[src/hw/rtl/dcmw_pkg.sv]
package dcmw_pkg;

    localparam int CFG_IDX_W  = 3;
    localparam int CFG_DATA_W = 10;

    // register indexes on the configuration port
    localparam logic [CFG_IDX_W-1:0] CFG_RIGHT_COMP = 3'd0;
    localparam logic [CFG_IDX_W-1:0] CFG_TIMEOUT    = 3'd1;
    localparam logic [CFG_IDX_W-1:0] CFG_MIN_DUTY   = 3'd2;
    localparam logic [CFG_IDX_W-1:0] CFG_TURN_PCT   = 3'd3;
    localparam logic [CFG_IDX_W-1:0] CFG_TELE_DIV   = 3'd4;

    localparam logic [7:0] RIGHT_COMP_RST = 8'd100;
    localparam logic [7:0] TIMEOUT_RST    = 8'd40;
    localparam logic [9:0] MIN_DUTY_RST   = 10'd300;
    localparam logic [6:0] TURN_PCT_RST   = 7'd80;
    localparam logic [7:0] TELE_DIV_RST   = 8'd5;

    // ASCII direction codes
    localparam logic [7:0] DIR_CHAR_F = 8'h46;
    localparam logic [7:0] DIR_CHAR_B = 8'h42;
    localparam logic [7:0] DIR_CHAR_L = 8'h4C;
    localparam logic [7:0] DIR_CHAR_R = 8'h52;

    localparam logic [6:0]  PCT_FULL  = 7'd100;
    localparam logic [9:0]  CMD_MAX   = 10'd1023;
    localparam logic [10:0] RIGHT_MAX = 11'd2047;
    localparam logic [8:0]  IDLE_MAX  = 9'd511;

    // x/100 ~= (x*5242) >> 19, low by at most one for x < 2^18
    localparam logic [12:0] RECIP_100   = 13'd5242;
    localparam int          RECIP_SHIFT = 19;

    typedef struct packed {
        logic accept;
        logic tick;
        logic mul;
        logic est;
        logic fix;
    } dcmw_cmd_t;

    typedef struct packed {
        logic out_free;
    } dcmw_stat_t;

endpackage

[src/hw/rtl/dcmw_ctrl.sv]
module dcmw_ctrl
(
    input  logic                  clk,
    input  logic                  rst_n,
    input  logic                  in_valid,
    input  logic                  func,
    output logic                  in_stall,
    input  dcmw_pkg::dcmw_stat_t  stat,
    output dcmw_pkg::dcmw_cmd_t   cmd
);

    typedef enum logic [1:0] {
        S_IDLE,
        S_MUL,
        S_EST,
        S_FIX
    } state_t;

    state_t state_reg;
    state_t state_next;
    logic   tick_reg;
    logic   tick_next;
    logic   accept;
    logic   fix_go;

    assign accept = (state_reg == S_IDLE) && in_valid;
    // a tick waits in S_FIX until the output slot is free
    assign fix_go = (state_reg == S_FIX) && (!tick_reg || stat.out_free);

    always_comb
    begin
        state_next = state_reg;
        tick_next  = tick_reg;
        unique case (state_reg)
            S_IDLE:
            begin
                if (in_valid)
                begin
                    state_next = S_MUL;
                    tick_next  = func;
                end
            end
            S_MUL:
            begin
                state_next = S_EST;
            end
            S_EST:
            begin
                state_next = S_FIX;
            end
            S_FIX:
            begin
                if (fix_go)
                begin
                    state_next = S_IDLE;
                end
            end
            default:
            begin
                state_next = S_IDLE;
            end
        endcase
    end

    always_ff @(posedge clk or negedge rst_n)
    begin
        if (!rst_n)
        begin
            state_reg <= S_IDLE;
            tick_reg  <= 1'b0;
        end
        else
        begin
            state_reg <= state_next;
            tick_reg  <= tick_next;
        end
    end

    assign in_stall   = (state_reg != S_IDLE);
    assign cmd.accept = accept;
    assign cmd.tick   = accept ? func : tick_reg;
    assign cmd.mul    = (state_reg == S_MUL);
    assign cmd.est    = (state_reg == S_EST);
    assign cmd.fix    = fix_go;

endmodule

[src/hw/rtl/dcmw_dp.sv]
module dcmw_dp
(
    input  logic                                   clk,
    input  logic                                   rst_n,
    input  logic                                   cfg_we,
    input  logic [dcmw_pkg::CFG_IDX_W-1:0]         cfg_index,
    input  logic [dcmw_pkg::CFG_DATA_W-1:0]        cfg_data,
    input  logic [7:0]                             direction,
    input  logic signed [7:0]                      speed,
    input  dcmw_pkg::dcmw_cmd_t                    cmd,
    output dcmw_pkg::dcmw_stat_t                   stat,
    output logic                                   out_valid,
    input  logic                                   out_stall,
    output logic signed [10:0]                     left_drive,
    output logic signed [11:0]                     right_drive,
    output logic                                   telemetry_pulse
);

    typedef enum logic [2:0] {
        DIR_STOP,
        DIR_FWD,
        DIR_BACK,
        DIR_LEFT,
        DIR_RIGHT
    } dir_t;

    // configuration
    logic [7:0] right_comp_reg;
    logic [7:0] timeout_reg;
    logic [9:0] min_duty_reg;
    logic [6:0] turn_pct_reg;
    logic [7:0] tele_div_reg;

    // state
    logic signed [10:0] left_cmd_reg;
    logic signed [10:0] right_cmd_reg;
    logic [8:0]         idle_reg;
    logic [7:0]         tele_reg;

    // working registers
    dir_t        dir_reg;
    logic [9:0]  mag_reg;
    logic        rneg_reg;
    logic        pulse_reg;
    logic [17:0] prod_reg;
    logic [11:0] q_reg;

    // output slot
    logic               out_valid_reg;
    logic signed [10:0] left_out_reg;
    logic signed [11:0] right_out_reg;
    logic               pulse_out_reg;

    logic [6:0]  spd;
    logic [9:0]  scaled;
    logic [9:0]  pwm;
    dir_t        dir_next;
    logic [8:0]  idle_next;
    logic        timeout;
    logic [10:0] neg_right;
    logic [10:0] abs_right;
    logic [8:0]  tele_inc;
    logic        pulse_next;
    logic [7:0]  tele_next;
    logic [7:0]  factor;
    logic [17:0] prod_next;
    logic [30:0] est_full;
    logic [17:0] q_times;
    logic [17:0] rem;
    logic [11:0] q_fix;
    logic [9:0]  turn_mag;
    logic [10:0] cmag;
    logic [11:0] cmag_ext;
    logic signed [10:0] pwm_pos;
    logic signed [10:0] turn_pos;
    logic signed [10:0] left_next;
    logic signed [10:0] right_next;
    logic        out_free;

    // speed clamp and 0..100 -> 0..999 as 10*s - 1 for s > 0
    always_comb
    begin
        if (speed[7])
        begin
            spd = 7'd0;
        end
        else if (speed[6:0] > dcmw_pkg::PCT_FULL)
        begin
            spd = dcmw_pkg::PCT_FULL;
        end
        else
        begin
            spd = speed[6:0];
        end
    end

    assign scaled = ({3'b000, spd} << 3) + ({3'b000, spd} << 1) - {9'd0, |spd};
    assign pwm    = (|scaled && (scaled < min_duty_reg)) ? min_duty_reg : scaled;

    always_comb
    begin
        unique case (direction)
            dcmw_pkg::DIR_CHAR_F: dir_next = DIR_FWD;
            dcmw_pkg::DIR_CHAR_B: dir_next = DIR_BACK;
            dcmw_pkg::DIR_CHAR_L: dir_next = DIR_LEFT;
            dcmw_pkg::DIR_CHAR_R: dir_next = DIR_RIGHT;
            default:              dir_next = DIR_STOP;
        endcase
    end

    // watchdog, saturating
    assign idle_next = (idle_reg == dcmw_pkg::IDLE_MAX) ? idle_reg : idle_reg + 9'd1;
    assign timeout   = idle_next > {1'b0, timeout_reg};
    assign neg_right = -right_cmd_reg;
    assign abs_right = right_cmd_reg[10] ? neg_right : right_cmd_reg;

    assign tele_inc   = {1'b0, tele_reg} + 9'd1;
    assign pulse_next = tele_inc >= {1'b0, tele_div_reg};
    assign tele_next  = pulse_next ? 8'd0 : tele_inc[7:0];

    // shared multiplier and divide by 100
    assign factor    = cmd.tick ? right_comp_reg : {1'b0, turn_pct_reg};
    assign prod_next = {8'd0, mag_reg} * {10'd0, factor};
    assign est_full  = {13'd0, prod_reg} * {18'd0, dcmw_pkg::RECIP_100};
    assign q_times   = {6'd0, q_reg} * 18'd100;
    assign rem       = prod_reg - q_times;
    assign q_fix     = q_reg + {11'd0, (rem >= 18'd100)};

    assign turn_mag = (q_fix > {2'b00, dcmw_pkg::CMD_MAX}) ? dcmw_pkg::CMD_MAX : q_fix[9:0];
    assign cmag     = (q_fix > {1'b0, dcmw_pkg::RIGHT_MAX}) ? dcmw_pkg::RIGHT_MAX : q_fix[10:0];
    assign cmag_ext = {1'b0, cmag};

    assign pwm_pos  = {1'b0, mag_reg};
    assign turn_pos = {1'b0, turn_mag};

    always_comb
    begin
        unique case (dir_reg)
            DIR_FWD:
            begin
                left_next  = pwm_pos;
                right_next = pwm_pos;
            end
            DIR_BACK:
            begin
                left_next  = -pwm_pos;
                right_next = -pwm_pos;
            end
            DIR_LEFT:
            begin
                left_next  = -turn_pos;
                right_next = turn_pos;
            end
            DIR_RIGHT:
            begin
                left_next  = turn_pos;
                right_next = -turn_pos;
            end
            default:
            begin
                left_next  = 11'sd0;
                right_next = 11'sd0;
            end
        endcase
    end

    assign out_free = !out_valid_reg || !out_stall;

    always_ff @(posedge clk or negedge rst_n)
    begin
        if (!rst_n)
        begin
            right_comp_reg <= dcmw_pkg::RIGHT_COMP_RST;
            timeout_reg    <= dcmw_pkg::TIMEOUT_RST;
            min_duty_reg   <= dcmw_pkg::MIN_DUTY_RST;
            turn_pct_reg   <= dcmw_pkg::TURN_PCT_RST;
            tele_div_reg   <= dcmw_pkg::TELE_DIV_RST;
        end
        else if (cfg_we)
        begin
            unique case (cfg_index)
                dcmw_pkg::CFG_RIGHT_COMP: right_comp_reg <= cfg_data[7:0];
                dcmw_pkg::CFG_TIMEOUT:    timeout_reg    <= cfg_data[7:0];
                dcmw_pkg::CFG_MIN_DUTY:   min_duty_reg   <= cfg_data;
                dcmw_pkg::CFG_TURN_PCT:   turn_pct_reg   <= cfg_data[6:0];
                dcmw_pkg::CFG_TELE_DIV:   tele_div_reg   <= cfg_data[7:0];
                default:
                begin
                end
            endcase
        end
    end

    always_ff @(posedge clk or negedge rst_n)
    begin
        if (!rst_n)
        begin
            left_cmd_reg  <= 11'sd0;
            right_cmd_reg <= 11'sd0;
            idle_reg      <= 9'd0;
            tele_reg      <= 8'd0;
            out_valid_reg <= 1'b0;
        end
        else
        begin
            if (cmd.accept && cmd.tick)
            begin
                idle_reg <= idle_next;
                tele_reg <= tele_next;
                if (timeout)
                begin
                    left_cmd_reg  <= 11'sd0;
                    right_cmd_reg <= 11'sd0;
                end
            end
            if (cmd.fix && !cmd.tick)
            begin
                left_cmd_reg  <= left_next;
                right_cmd_reg <= right_next;
                idle_reg      <= 9'd0;
            end
            if (cmd.fix && cmd.tick)
            begin
                out_valid_reg <= 1'b1;
            end
            else if (!out_stall)
            begin
                out_valid_reg <= 1'b0;
            end
        end
    end

    always_ff @(posedge clk)
    begin
        if (cmd.accept)
        begin
            dir_reg <= dir_next;
            if (cmd.tick)
            begin
                mag_reg   <= timeout ? 10'd0 : abs_right[9:0];
                rneg_reg  <= !timeout && right_cmd_reg[10];
                pulse_reg <= pulse_next;
            end
            else
            begin
                mag_reg <= pwm;
            end
        end
        if (cmd.mul)
        begin
            prod_reg <= prod_next;
        end
        if (cmd.est)
        begin
            q_reg <= est_full[dcmw_pkg::RECIP_SHIFT +: 12];
        end
        if (cmd.fix && cmd.tick)
        begin
            left_out_reg  <= left_cmd_reg;
            right_out_reg <= rneg_reg ? -cmag_ext : cmag_ext;
            pulse_out_reg <= pulse_reg;
        end
    end

    assign stat.out_free   = out_free;
    assign out_valid       = out_valid_reg;
    assign left_drive      = left_out_reg;
    assign right_drive     = right_out_reg;
    assign telemetry_pulse = pulse_out_reg;

endmodule

[src/hw/rtl/drive_command_mixer_watchdog.sv]
// channel   direction  handshake            payload
// in        request    in_valid / in_stall  func, direction, speed
// out       result     out_valid/out_stall  left_drive, right_drive, telemetry_pulse
// cfg       write      cfg_valid/cfg_ready  cfg_index, cfg_data
//
// Every request passes four steps: accept, multiply, reciprocal estimate, correct.
// One shared 10x8 multiplier and a divide-by-100 by reciprocal do the arithmetic.
// A tick holds in its last cycle while a previous result still waits on out_stall.
// Commands give no result. The output register lets a new request be accepted
// while a result is stalled. Reset zeroes commands and counters and loads the
// register defaults.
module drive_command_mixer_watchdog
(
    input  logic                                clk,
    input  logic                                rst_n,
    input  logic                                in_valid,
    output logic                                in_stall,
    input  logic                                func,
    input  logic [7:0]                          direction,
    input  logic signed [7:0]                   speed,
    output logic                                out_valid,
    input  logic                                out_stall,
    output logic signed [10:0]                  left_drive,
    output logic signed [11:0]                  right_drive,
    output logic                                telemetry_pulse,
    input  logic                                cfg_valid,
    output logic                                cfg_ready,
    input  logic [dcmw_pkg::CFG_IDX_W-1:0]      cfg_index,
    input  logic [dcmw_pkg::CFG_DATA_W-1:0]     cfg_data
);

    dcmw_pkg::dcmw_cmd_t  cmd;
    dcmw_pkg::dcmw_stat_t stat;

    assign cfg_ready = 1'b1;

    dcmw_ctrl u_ctrl
    (
        .clk      (clk),
        .rst_n    (rst_n),
        .in_valid (in_valid),
        .func     (func),
        .in_stall (in_stall),
        .stat     (stat),
        .cmd      (cmd)
    );

    dcmw_dp u_dp
    (
        .clk             (clk),
        .rst_n           (rst_n),
        .cfg_we          (cfg_valid & cfg_ready),
        .cfg_index       (cfg_index),
        .cfg_data        (cfg_data),
        .direction       (direction),
        .speed           (speed),
        .cmd             (cmd),
        .stat            (stat),
        .out_valid       (out_valid),
        .out_stall       (out_stall),
        .left_drive      (left_drive),
        .right_drive     (right_drive),
        .telemetry_pulse (telemetry_pulse)
    );

endmodule

[config.mk]
export PLATFORM = sky130hd
export DESIGN_NAME = drive_command_mixer_watchdog
export DESIGN_NICKNAME = d
export VERILOG_FILES = /design/src/hw/rtl/dcmw_pkg.sv /design/src/hw/rtl/dcmw_ctrl.sv /design/src/hw/rtl/dcmw_dp.sv /design/src/hw/rtl/drive_command_mixer_watchdog.sv
export SDC_FILE = /design/constraint.sdc
export NUM_CORES = 1
export LEC_CHECK = 0
export ABC_AREA = 1
export BUFFER_PORTS_ARGS = -buffer_cell sky130_fd_sc_hd__buf_2
export CAP_MARGIN = 40
export CELL_PAD_IN_SITES_DETAIL_PLACEMENT = 0
export CELL_PAD_IN_SITES_GLOBAL_PLACEMENT = 2
export CORE_ASPECT_RATIO = 1.4
export CORE_MARGIN = 2
export CORE_UTILIZATION = 36
export CTS_CLUSTER_SIZE = 14
export DETAILED_ROUTE_END_ITERATION = 6
export GPL_TIMING_DRIVEN = 0
export PLACE_DENSITY_LB_ADDON = 0.1
export SKIP_CTS_REPAIR_TIMING = 1
export SLEW_MARGIN = 40
export SYNTH_ARGS = -nofsm -noshare
export SYNTH_HDL_FRONTEND = slang
export SYNTH_SLANG_ARGS = --single-unit
[constraint.sdc]
create_clock -name clk -period 5.3 [get_ports clk]
set_input_delay 0.53 -clock clk [delete_from_list [all_inputs] [get_ports clk]]
set_output_delay 0.53 -clock clk [all_outputs]
set_load 0.1 [all_outputs]
======== Yosys cells after proc, flatten, opt, wreduce, memory -nomap -nowiden ========
Cells that the tools add are included.
Widths: inputs -> output; s select.
operators by class
  equal/unequal tests ..................... 19
  divide/modulo/power cells ............... 0
  multiply operators ...................... 3
  shift-type cells ........................ 0
  mux-type cells .......................... 27
  reductions and logical operators ........ 30
  bitwise gates (word level) .............. 0
  $add $sub $neg .......................... 10
  magnitude comparators ................... 7
operator list
  kind                    number
  $pmux 11 s4             2
  $mux 11                 6
  $mux 10                 5
  $eq 8x7->1 const B      4
  $mul 18x12->30 const B  1
  $mux 9                  3
  $neg 10->11             2
  $ge 18x7->1 const B     1
  $mul 10x8->18           1
  $reduce_and 2->1        9
  $sub 18x18->18          1
  $mul 12x5->16 const B   1
  $mux 8                  2
  $mux 7                  2
  $add 12x1->12           1
  $eq 3x2->1 const B      4
  $gt 12x10->1 const B    1
  $gt 12x11->1 const B    1
  $neg 11->12             1
  $pmux 3 s4              1
  $add 10x8->10           1
  $lt 10x10->1            1
  $neg 10->10             1
  $reduce_or 10->1        1
  23 further kinds        43
word-level totals
  bits in writable memories ............... 0
  input port bits ......................... 35
  bits in read-only memories .............. 0
  word-level logic and storage cells ...... 118
  latch bits .............................. 0
  output and inout bits ................... 27
  memories ................................ 0
  flip-flop bits (word level) ............. 153

======== Logic depth before layout (Yosys ltp) ========
  depth in word-level cells ............... 9
  gate-level depth with buffers ........... 41
  gate-level depth less buffers ........... 41

======== Modules after synthesis ========
A second synthesis with hierarchy kept.
second synthesis, totals
  cells, all modules ...................... 2163
  area, all modules ....................... 17464.2 um2
by module, submodules not included
  module                        instances  cells an instance  seq. area each (um2)  area each (um2)
  dcmw_dp                       1          2128               4090.2                17196.5
  dcmw_ctrl                     1          33                 75.1                  256.5
  drive_command_mixer_watchdog  1          2                  0.0                   11.3

======== Least setup slack after synthesis ========
No wires, ideal clock.
  path kind ............................... register to register
  start ................................... register u_dp.q_reg[3]
  end ..................................... register u_dp.left_cmd_reg[8]
  setup slack ............................. -482 ps
  arrival ................................. 5664 ps
  setup time .............................. 118 ps
  data required time ...................... 5182 ps
  clock period less this slack ............ 5782 ps
  cell stages (with the launch flop) ...... 41
  path buffers ............................ 0
  path through ............................ edfxtp_1 -> ha_1 -> ha_1 -> inv_1 -> fa_1 -> inv_1 -> ha_1 -> a21oi_1 -> o21ai_0 -> nand2_1 -> o211ai_1 -> a21o_1 -> a21oi_1 -> xor2_1 -> ha_1 -> nand4_1 -> inv_1 -> nand2_1 -> [5 not listed] -> nand4_1 -> ha_1 -> ha_1 -> nand2_2 -> nor2_4 -> nand2_4 -> xor2_4 -> nor2_2 -> inv_1 -> nor2_1 -> ha_1 -> nand3_2 -> inv_1 -> nand3b_1 -> nand3_1 -> nand2_1 -> nand2_1 -> nand2_1
between the ends
  word-level cells in the longest chain between the ends .. 9
RTL lines
  element                   line            RTL
  start: declaration        dcmw_dp.sv:46   logic [11:0] q_reg;
  start signal: assignment  dcmw_dp.sv:255  q_reg <= est_full[dcmw_pkg::RECIP_SHIFT +: 12];
  $mul 12x5->16             dcmw_dp.sv:125  assign q_times = {6'd0, q_reg} * 18'd100;
  $sub 18x18->18            dcmw_dp.sv:126  assign rem = prod_reg - q_times;
  $ge 18x7->1               dcmw_dp.sv:127  assign q_fix = q_reg + {11'd0, (rem >= 18'd100)};
  $add 12x1->12 *           dcmw_dp.sv:127
  $gt 12x10->1              dcmw_dp.sv:129  assign turn_mag = (q_fix > {2'b00, dcmw_pkg::CMD_MAX}) ? dcmw_pkg::CMD_MAX : q_fix[9:0];
  $mux 10 *                 dcmw_dp.sv:129
  $neg 10->11               dcmw_dp.sv:151  left_next = -turn_pos;
  $pmux 11 s4 *             dcmw_dp.sv:138  unique case (dir_reg)
  $mux 11 *                 dcmw_dp.sv:216  if (cmd.fix && !cmd.tick)
  end signal: assignment    dcmw_dp.sv:218  left_cmd_reg <= left_next;
  end: declaration          dcmw_dp.sv:35   logic signed [10:0] left_cmd_reg;
Every way passes the cells marked *; elsewhere a longest branch is shown, timed or not.
A chain may end at the register's enable or synchronous reset.

======== Worst setup path after layout ========
  start ................................... register u_dp.q_reg[5]
  end ..................................... register u_dp.left_cmd_reg[2]
Same word-level chain as after synthesis.

==> summary.md <==
| Metric | Value |
|---|---|
| Vias in the first global route | `14550` |
| Asr flop ratio synth | `0.5461` |
| Yosys cell types | `53` |
| # diodes | `0` |
| Final Skew | `0.01516 ns` |
| Max FFs per register | `18` |
| Worst stage delay on the critical path | `~0.50 ns` |
| Register Area | `around 0.0042 mm2` |
| Port Buffer Count | `60` |
| Initial Utilization | `0.3654` |
| Synth top area cells | `ha_1, fa_1, edfxtp_1` |
| Final setup viols | `34` |
| Most used cell, CP | `ha_4` |
| Synth Flop Type | `dfrtp_1` |
| Layout cell share with drive strength beyond 1 | `0.1886` |
| Critical Path RT | `around 5.6 ns` |
| Worst hold path type | `in -> reg` |
| Critical path arrival | `about 6.5 ns` |
| Final WL | `approximately 49000 um` |
| Vias per cell | `around 4.8` |
| Failing checks | `setup timing` |
| RSZ-0062 raised after global routing | `true` |
| Final instance area | `0.02086 mm2` |
| Pre-CTS WS | `-1.190 ns` |
| GP Congestion | `between 0.8 and 0.9` |
| Total GRT Usage | `0.1988` |
| Slew Viols, Final | `0` |
| TritonCTS clock tree | `built` |
| Max Cap Viol | `0` |
| Footprint of the multi-input gates | `roughly 0.012 mm2` |
| Count leader, synth | `inv_1` |
| # placed instances | `approximately 2800` |
| Outcome | `complete, but fails checks` |
| Die X | `roughly 190 um` |
| Post-synthesis average cell area | `just over 8 um2` |
| Initial DRC Count | `around 460` |
| Hold path depth | `3` |
| Number of flops mapped to enable cells by yosys | `between 60 and 70` |
| Layout fillers | `around 4800` |
| Synth Net Count | `approximately 2500` |
| Post-Layout Cell Count | `2914` |
| Antenna Nets Post-Route | `0` |
| Initial antenna violation count | `1` |
| Drt wl/cell | `~17 um` |
| Largest net degree at the start of global routing | `49` |
| Number of I/O pins | `62` |
| Worst setup SP type | `flop` |
| Total die area | `0.04966 mm2` |
| Setup TNS | `-20.65 ns` |
| Std cell rows | `94` |
| Num CTS Buffers | `17` |
| Root buffer selected by CTS | `clkbuf_16` |
| Vias | `~14000` |
| Crit path max-delay cell type | `edfxtp_1` |
| Final net count | `between 2000 and 3000` |
| Clock period minus worst slack | `around 6.2 ns` |
| First-pass GRT wire length | `76780 um` |
| Post-synth top area cell | `ha_1` |
| Worst-skew pair later-pin latency | `~0.45 ns` |
| Clk slew on worst S/H paths | `~0.07 ns` |
| Gr ovfl total | `0` |
| Worst reg-to-reg path cell count | `37` |
| Detail Placement HPWL | `~41000 um` |
| Synthesized cell area | `about 0.017 mm2` |
| Dpl cell area | `roughly 0.019 mm2` |
| Crit Path Max Fanout | `8` |
| Router iterations before antenna repair | `5` |
| Final Hold Viols | `0` |
| DRC | `0` |
| Core footprint | `0.04716 mm2` |
| Post-synthesis sequential area ratio | `0.2417` |
| Synth top area share | `0.1808` |
| Maximum clock insertion buffer count | `2` |
| Post-Syn Instances | `2101` |
| Critical Path Sink Type | `flop` |
| Critical setup path kind | `reg -> reg` |
| Clk sinks | `152` |
| Clock H-tree levels | `4` |
| Tightest Pin Transition | `~0.75 ns` |
| Max Clk Rate | `roughly 160 MHz` |
| Die Ht | `262.9 um` |
| Area growth, synth to finish | `21.04%` |
| Flops & latches, synth | `roughly 150` |
| Commonest cells post-synth | `inv_1, nand2_1, ha_1, nor2_1, fa_1` |
| Max_slew headroom | `0.4975` |
| Fin crit share | `1.166` |
| Ys Warns | `0` |
| Worst Slack Setup Final | `-0.8800 ns` |
area by class of cell:
| class | count | share of cell area |
|---|---|---|
| tap | 624 | 0.03743 |
| buffer | 30 | 0.008458 |
| clock buffer | 22 | 0.02381 |
| inverter | 418 | 0.07684 |
| clock inverter | 10 | 0.003839 |
| timing repair buffer | 157 | 0.05345 |
| sequential | 152 | 0.1997 |
| multi-input combinational | 1501 | 0.5965 |
final timing paths:
check	start	slack (ns)	endpoint
max	u_dp.q_reg[5]	-0.88	u_dp.left_cmd_reg[2]
min	cfg_data[8]	0.33	u_dp.min_duty_reg[8]
max reg2reg	u_dp.q_reg[5]	-0.88	u_dp.left_cmd_reg[2]
min reg2reg	u_dp.pulse_reg	0.44	u_dp.telemetry_pulse
max in group asynchronous	rst_n	4.12	u_dp.right_comp_reg[6]
min in group asynchronous	rst_n	0.53	u_dp.tele_reg[7]
kinds of logic after synthesis:
family	share of synthesized area
buffers and inverters	0.1006
XOR/XNOR	0.04523
AND/OR/NAND/NOR	0.1952
adder cells (fa/ha/maj)	0.3295
flip-flops	0.2417
AO/OA/AOI/OAI	0.08764
other	0.0002176
placed cells by master, fill, tap and decap left out, types with 20 or more instances in the layout:
master,Yosys,routed
inv_1,410,386
nand2_1,407,385
ha_1,249,215
fa_1,128,124
nor2_1,129,118
nand3_1,124,109
o21ai_0,104,89
buf_4,3,86
a21oi_1,96,78
dfrtp_1,70,70
edfxtp_1,69,69
buf_2,6,63
xor2_1,60,56
ha_4,0,31
nand4_1,24,24
inv_2,6,21
xnor2_1,24,20
nand2_2,8,20
layer usage:
| layer | GRT usage | part of all wire | vias to the layer above |
|---|---|---|---|
| li1 | - | - | 7113 |
| met1 | 0.2135 | 0.39 | 6682 |
| met2 | 0.3893 | 0.56 | 171 |
| met3 | 0.02057 | 0.016 | 66 |
| met4 | 0.08045 | 0.033 | 2 |
| met5 | 0 | 0.00022 | - |
through the flow:
stage | util | hold WS (ns)
2_1_floorplan | - | 0.2344
3_3_place_gp | 0.3934 | 0.4160
3_5_place_dp | 0.3947 | 0.4236
4_1_cts | 0.4070 | -0.02703
5_1_grt | 0.4423 | 0.3265
6_report | 0.4423 | 0.3349
worst max-delay path: cells and delay by family (launching register included):
family / cells / cell delay [ns]
AOI/OAI and AO/OA: 6 / 0.74
DFF: 1 / 0.50
buffers and inverters: 6 / 0.45
xor gates and xnor gates: 3 / 0.67
and+or+nand+nor: 14 / 1.44
adders and majority gates: 8 / 2.22
Power is not shown: default switching activity piles up to over one toggle a cycle in this logic, so the estimate is an artifact.
